**src/hw/rtl/csnn_pkg.sv**
```systemverilog
// shared types and constants for the chi-square nearest neighbour block
// no dependencies
`timescale 1ns / 1ps
`default_nettype none
package csnn_pkg;
    localparam int MAX_TRAIN    = 256;
    localparam int MAX_DIM      = 256;
    localparam int FEATURE_BITS = 16;
    localparam int FRAC_BITS    = 8;
    localparam int TI_W   = $clog2(MAX_TRAIN);
    localparam int EI_W   = $clog2(MAX_DIM);
    localparam int CFG_W  = 9;
    localparam int ACC_W  = 48;
    localparam int CNT_W  = 16;
    localparam int LAB_W  = 8;
    localparam int SQ_W   = 2 * FEATURE_BITS;
    localparam int SUM_W  = FEATURE_BITS + 1;
    localparam int NUM_W  = SQ_W + FRAC_BITS;
    localparam int QDEPTH = 4;

    localparam logic OP_LOAD = 1'b0;
    localparam logic OP_TEST = 1'b1;
    localparam logic CFG_DIM = 1'b0;
    localparam logic CFG_NTR = 1'b1;

    typedef struct packed {
        logic                    op;
        logic [TI_W-1:0]         vi;
        logic [EI_W-1:0]         ei;
        logic [FEATURE_BITS-1:0] fv;
        logic [LAB_W-1:0]        lab;
        logic                    first;
        logic                    last;
        logic [TI_W:0]           n_use;
    } cmd_t;

    typedef enum logic [1:0] {
        S_IDLE, S_RUN, S_DRAIN, S_SCAN
    } state_t;
endpackage
`default_nettype wire

```
**src/hw/rtl/csnn_front.sv**
```systemverilog
// front: classifies beats and queues loads and test beats in arrival order
// depends on csnn_pkg
`timescale 1ns / 1ps
`default_nettype none
module csnn_front (
    input  wire logic                              clk,
    input  wire logic                              rst_n,
    input  wire logic                              push,
    output logic                                   full,
    input  wire logic                              operation,
    input  wire logic [7:0]                        vector_index,
    input  wire logic [7:0]                        element_index,
    input  wire logic [15:0]                       feature_value,
    input  wire logic [7:0]                        label,
    input  wire logic [csnn_pkg::CFG_W-1:0]        dim_reg,
    input  wire logic [csnn_pkg::CFG_W-1:0]        ntr_reg,
    output logic                                   q_valid,
    output csnn_pkg::cmd_t                         q_cmd,
    input  wire logic                              q_take
);
    localparam int AW = $clog2(csnn_pkg::QDEPTH);
    csnn_pkg::cmd_t q_mem [csnn_pkg::QDEPTH];
    logic [AW-1:0] wp_reg, rp_reg;
    logic [AW:0]   cnt_reg;
    logic [csnn_pkg::CFG_W-1:0] d_use, n_use;
    logic acc, keep;
    csnn_pkg::cmd_t c;

    always_comb
    begin
        d_use = (dim_reg == '0) ? csnn_pkg::CFG_W'(1)
              : (dim_reg > csnn_pkg::CFG_W'(csnn_pkg::MAX_DIM))
                ? csnn_pkg::CFG_W'(csnn_pkg::MAX_DIM) : dim_reg;
        n_use = (ntr_reg == '0) ? csnn_pkg::CFG_W'(1)
              : (ntr_reg > csnn_pkg::CFG_W'(csnn_pkg::MAX_TRAIN))
                ? csnn_pkg::CFG_W'(csnn_pkg::MAX_TRAIN) : ntr_reg;
    end

    assign full = (cnt_reg == (AW+1)'(csnn_pkg::QDEPTH));
    assign acc  = push && !full;
    // loads always queue, test beats beyond dim are dropped
    assign keep = (operation == csnn_pkg::OP_LOAD)
               || (csnn_pkg::CFG_W'(element_index) < d_use);

    always_comb
    begin
        c.op    = operation;
        c.vi    = vector_index[csnn_pkg::TI_W-1:0];
        c.ei    = element_index[csnn_pkg::EI_W-1:0];
        c.fv    = feature_value;
        c.lab   = label;
        c.first = (element_index == 8'd0);
        c.last  = (csnn_pkg::CFG_W'(element_index) == d_use - csnn_pkg::CFG_W'(1));
        c.n_use = n_use[csnn_pkg::TI_W:0];
    end

    always_ff @(posedge clk)
    begin
        if (acc && keep)
            q_mem[wp_reg] <= c;
    end

    assign q_valid = (cnt_reg != '0);
    assign q_cmd   = q_mem[rp_reg];

    always_ff @(posedge clk or negedge rst_n)
    begin
        if (!rst_n)
        begin
            wp_reg  <= '0;
            rp_reg  <= '0;
            cnt_reg <= '0;
        end
        else
        begin
            if (acc && keep)
                wp_reg <= wp_reg + AW'(1);
            if (q_take)
                rp_reg <= rp_reg + AW'(1);
            cnt_reg <= cnt_reg + (AW+1)'(acc && keep) - (AW+1)'(q_take);
        end
    end

    assert property (@(posedge clk) disable iff (!rst_n) q_take |-> q_valid)
        else $error("queue read while empty");
    assert property (@(posedge clk) disable iff (!rst_n)
        cnt_reg <= (AW+1)'(csnn_pkg::QDEPTH))
        else $error("queue overflow");
    assert property (@(posedge clk) disable iff (!rst_n)
        (wp_reg - rp_reg) == cnt_reg[AW-1:0])
        else $error("queue pointers out of step with count");
endmodule
`default_nettype wire

```
**config.mk**
```make
export PLATFORM = sky130hd
export DESIGN_NAME = csnn_front
export DESIGN_NICKNAME = d
export VERILOG_FILES = /design/src/hw/rtl/csnn_pkg.sv /design/src/hw/rtl/csnn_front.sv
export SDC_FILE = /design/constraint.sdc
export NUM_CORES = 1
export LEC_CHECK = 0
export ABC_CLOCK_PERIOD_IN_PS = 4560
export CORE_UTILIZATION = 60
export CTS_CLUSTER_SIZE = 12
export DETAILED_ROUTE_END_ITERATION = 10
export DONT_BUFFER_PORTS = 1
export HOLD_SLACK_MARGIN = 0.1
export PLACE_DENSITY = 0.76
export SETUP_SLACK_MARGIN = 0.4
export SLEW_MARGIN = 5
export SYNTH_ARGS = -nofsm -noshare
export SYNTH_HDL_FRONTEND = slang
export SYNTH_SLANG_ARGS = --single-unit
```
**constraint.sdc**
```tcl
create_clock -name clk -period 4.56 [get_ports clk]
set_input_delay 0.684 -clock clk [delete_from_list [all_inputs] [get_ports clk]]
set_output_delay 0.684 -clock clk [all_outputs]
set_load 0.02 [all_outputs]
```
# After elaboration in Yosys (flattened, before gate mapping)
# Memory sizes are Yosys's and may differ from the RTL's.
# Cells that the tools add are included.
# op_classes
add_sub_neg,5
order_cmp,3
eq_ne,2
muxes,6
bitwise,1
reduce_logical,8
# ops
op,count
two-way mux 9 bit,4
greater-than comparator 9 bit (second input constant),2
logical NOT 9 bit,2
equality test 8 x 9 -> 1 bit,1
< comparator 8 x 9 -> 1 bit,1
subtractor 9 x 1 -> 9 bit (second input constant),1
logical NOT 8 bit,1
adder 2 x 1 -> 2 bit (second input constant),2
adder 3 x 1 -> 3 bit,1
equality test 3 bit (second input constant),1
nonzero test 3 bit,1
subtractor 3 x 1 -> 3 bit,1
logical AND 1 bit,2
two-way mux 1 bit,2
logical NOT 1 bit,1
logical OR 1 bit,1
NOT 1 bit,1
# word_totals
ff_bits,7
ram_bits,208
in_bits,63
output_inout_bits,54
word_cells,29
n_memories,1
# memory_table
name,depth,word_bits,read_ports,rd_ports_with_merged_regs,write_ports,line_no,text
q_mem,4,52,1,0,1,csnn_front.sv:22,csnn_pkg::cmd_t q_mem [csnn_pkg::QDEPTH];

# Depth between registers and ports, before layout
# logic_depth
depth_word,8
depth_mapped,14
mapped_depth_nobuf,14

# Least setup slack after synthesis
# Ideal clock, no wire load.
# synth_timing
kind,input to register
startpoint,in dim_reg[0] in the netlist's numbering
endpoint,"mem q_mem[0][0] in the netlist's numbering, enable pin"
setup_time_ns,0.415
arrival_time_ns,3.280
t_required_ns,4.145
path_slack_ns,0.865
stages,9
n_path_buf,0
path_cell_list,nor4_4 a31oi_1 nor2_1 ha_1 inv_1 a21o_1 a21oi_1 o311a_1 and2_1
# synth_via
elab_chain_len,8
word_cells_on_any_way,9
classes_between,2 x order compare; 4 x mux; 3 x reduce/logical
# synth_rtl
item,line_no,text
start: declaration,csnn_front.sv:15,"input wire logic [csnn_pkg::CFG_W-1:0] dim_reg,"
greater-than comparator 9 bit,csnn_front.sv:32,: (dim_reg > csnn_pkg::CFG_W'(csnn_pkg::MAX_DIM))
two-way mux 9 bit,csnn_front.sv:33,? csnn_pkg::CFG_W'(csnn_pkg::MAX_DIM) : dim_reg;
two-way mux 9 bit (*),csnn_front.sv:31,d_use = (dim_reg == '0) ? csnn_pkg::CFG_W'(1)
< comparator 8 x 9 -> 1 bit (*),csnn_front.sv:43,|| (csnn_pkg::CFG_W'(element_index) < d_use);
logical OR 1 bit (*),csnn_front.sv:43,
logical AND 1 bit (*),csnn_front.sv:59,if (acc && keep)
two-way mux 1 bit (*),csnn_front.sv:59,
two-way mux 1 bit (implied by the code) (*),csnn_front.sv:60,q_mem[wp_reg] <= c;
end: declaration,csnn_front.sv:22,
# Mark *: on every way between the ends. The rest lies on a longest branch, timed or not.

==> impl_metrics.toml <==
[sta]
worst_slew_pin_slew_ns = 1.04
setup_viol = 0
fmax_ghz = 0.328
final_hold_viol_count = 0
rsz0062_at_grt = "false"
tns_ns = 0
hold_ws_ns = 0.281
finalCritPeriodShare_pct = 66.8
slew_headroom_pct = 30.4
slew_violations = 0
finalCriticalPeriod_ns = 3.05
skew_ns = 0.0138

[yosys]
synthCells = 392
syn-cell-area_um2 = 8480
synth_edf_count = 208
yosysWarningCount = 0
synth_seq_area_share_pct = 75.8
ys.flop_type = "edfxtp_1"
ys_top_cells_by_area = "edfxtp_1 74%, mux4_2 14%, ha_1 2.2%"
ys_types = 40
synthArstFlopShare_pct = 3.26
syn_avg_cell_area_um2 = 21.6
yosysTopAreaCell = "edfxtp_1"
yosysTopAreaCellShare_pct = 73.7
synthesis.nets = 471
synth_seq_cells = 215

[routing]
dr.pass1.iters = 6
wl_mm = 14.9
antenna_left = 0
drt_iter0_drc = 246
via_count = 3815
wl_per_cell_um = 24.8
drc = 0
vias_per_cell = 6.36

[worst_setup_path]
cp.required_ns = 3.88
path_depth = 1
crit_fanout = 54
rr_startpoint = "cnt_reg[1]"
endpoint_kind = "primary output"
rr_endpoint = "cnt_reg[2]"
endpoint = "q_cmd[39]"
startpoint = "rp_reg[0]"
critPathMaxStageDelay_ns = 1.12
reg2reg_slack_ns = 2.05
critPathLaunchType = "flop"
critPathSlowestCell = "dfrtp_4"
r2r_cells = 9
arrival_ns = 2.36
path_buf_inv = 0
crit_chain = "mux4_2"
cp_top_family = "flip-flops"
crit_type = "flop to primary output"

[clock_tree]
root_buffer = "clkbuf_16"
cts_max_path_buffers = 3
insertion_delay_ns = 0.49
cts_sinks = 215
post_cts_resized = 0
cts_setup_buffers = 0
ctsHtreeMaxLevel = 1
cts_tree = "done"
cts_buffers = 22
path_clk_slew_ns = 0.06
postCtsHoldBufs = 1

[power]
clkPwrFrac_pct = 26.7
p_per_area_nw_per_um2 = 635
cellLeakagePower_nw = 3.01
swShare_pct = 30.9
p_switching_mw = 1.83
max-vdd-ir-drop_mv = 0.322
p_int_mw = 4.09
p_seq_share_pct = 48.3
combPwrFrac_pct = 24.9
power_mw = 5.93

[floorplan]
rows = 43
num_io_pins = 117
dieArea_um2 = 14600
coreArea_um2 = 13800
die_w_um = 121
start_util_pct = 61.3
die_y_um = 121

[min_path]
hp-class = "input pin to flop"
hp-start = "q_take"

[job]
max_cap_viol_count = 0

[finish]
stdcell_area_um2 = 9340
drive_gt1_share_pct = 22.6
largest_reg_flops = 208
syn2layout_area_growth_pct = 10.2
fin_nets = 488
antennaDiodeCount = 0

[global_route]
antenna_found_initial = 0
grt_use_met1_pct = 27.7
grt_use_met3_pct = 6.44
grt_pass1_wl_mm = 22.5
gr-max-usage-layer = "met2"
overflow = 0
grt_max_degree = 55
grt_pass1_vias = 4052
grt_use_met2_pct = 33.0
grtUsageTotal_pct = 20.9

[placement]
io_buffers = 0
placed_area_um2 = 8700
dp_hpwl_mm = 8.56
place_congestion = 0.808

[run_status]
status = "finished, final reports clean"
-- area by class of cell --
cell class,instances,area [µm²]
fill,828,4490
sequential,215,6430
inverter,11,41.3
timing repair buffer,7,55.1
clock inverter,3,12.5
tap,180,225
multi-input combinational,152,1960
clock buffer,32,619
-- cell usage after synthesis, types with 2 or more instances --
library cell / number
inv_1: 11
mux2_2: 2
o211ai_1: 2
buf_1: 2
nor2_1: 8
edfxtp_1: 208
mux4_2: 52
nor3_1: 2
and2_1: 4
a2111oi_0: 2
a21oi_1: 6
xnor2_1: 6
nand2b_1: 3
dfrtp_1: 7
xor2_1: 5
buf_2: 6
clkbuf_1: 6
mux2i_1: 2
nand3_1: 2
ha_1: 15
nor2b_1: 10
or3_1: 2
o21ai_0: 3
nand2_1: 6
a31oi_1: 3
nor3b_1: 2
or4_1: 2
-- cells by family (layout without fill, tap and decap cells) --
logic type,count (synthesis),count (layout),synth area share [%]
XOR/XNOR,11,11,1.14
flip-flops,215,215,75.8
AND/OR/NAND/NOR,46,46,3.28
AO/OA/AOI/OAI,23,23,1.86
buffers and inverters,25,53,1.20
adder cells (fa/ha/maj),16,16,2.45
multiplexers,56,56,14.3
-- placed cells by master, fill, tap and decap left out, types with 2 or more instances in the layout --
master	synthesis	layout
xor2_1	5	5
a2111oi_0	2	2
nor2_1	8	8
dfrtp_1	7	5
mux2_2	2	2
ha_1	15	15
inv_1	11	11
xnor2_1	6	6
clkbuf_1	6	8
o211ai_1	2	2
nand2_1	6	6
or3_1	2	2
buf_4	0	6
edfxtp_1	208	208
a21oi_1	6	6
nor3_1	2	2
nand2b_1	3	3
and2_2	0	4
nor2b_1	10	10
clkinv_1	0	2
mux4_2	52	52
o21ai_0	3	3
nand3_1	2	2
a31oi_1	3	3
nor3b_1	2	2
mux2i_1	2	2
or4_1	2	2
clkbuf_16	0	23
-- worst min path at each step --
stage                  to  slack, ns  cells past startpoint
2_1_floorplan  cnt_reg[0]       0.39                      0
3_3_place_gp   cnt_reg[0]       0.39                      0
3_5_place_dp   cnt_reg[2]       0.39                      0
4_1_cts         rp_reg[0]       0.27                      1
5_1_grt         rp_reg[0]       0.26                      1
6_report        rp_reg[0]       0.28                      1
-- per-layer routing --
metal | vias up | share of wire [%]
li1 | 1643 | -
met1 | 1973 | 39
met2 | 171 | 49
met3 | 28 | 9.4
met4 | 0 | 2.9
met5 | - | 0
-- power by group through the flow --
| stage | Sequential (mW) | Clock [mW] | Combinational [mW] |
|---|---|---|---|
| 4_1_cts | 2.88 | 1.62 | 1.50 |
| 2_1_floorplan | 2.67 | 0 | 1.41 |
| 6_report | 2.87 | 1.58 | 1.48 |
| 3_3_place_gp | 2.89 | 0 | 1.48 |
| 5_1_grt | 2.92 | 1.69 | 1.55 |
| 3_5_place_dp | 2.91 | 0 | 1.50 |
-- metrics by stage --
stage | instances | utilization [%] | setup WS, ns
after global placement | 564 | 62.9 | 1.23
after global routing | 600 | 67.5 | 1.32
final | 600 | 67.5 | 1.51
after detailed placement | 564 | 62.9 | 1.14
after CTS | 600 | 67.5 | 1.41
after floorplan | 392 | - | 0.865
Power figures use the tool's default switching activity.
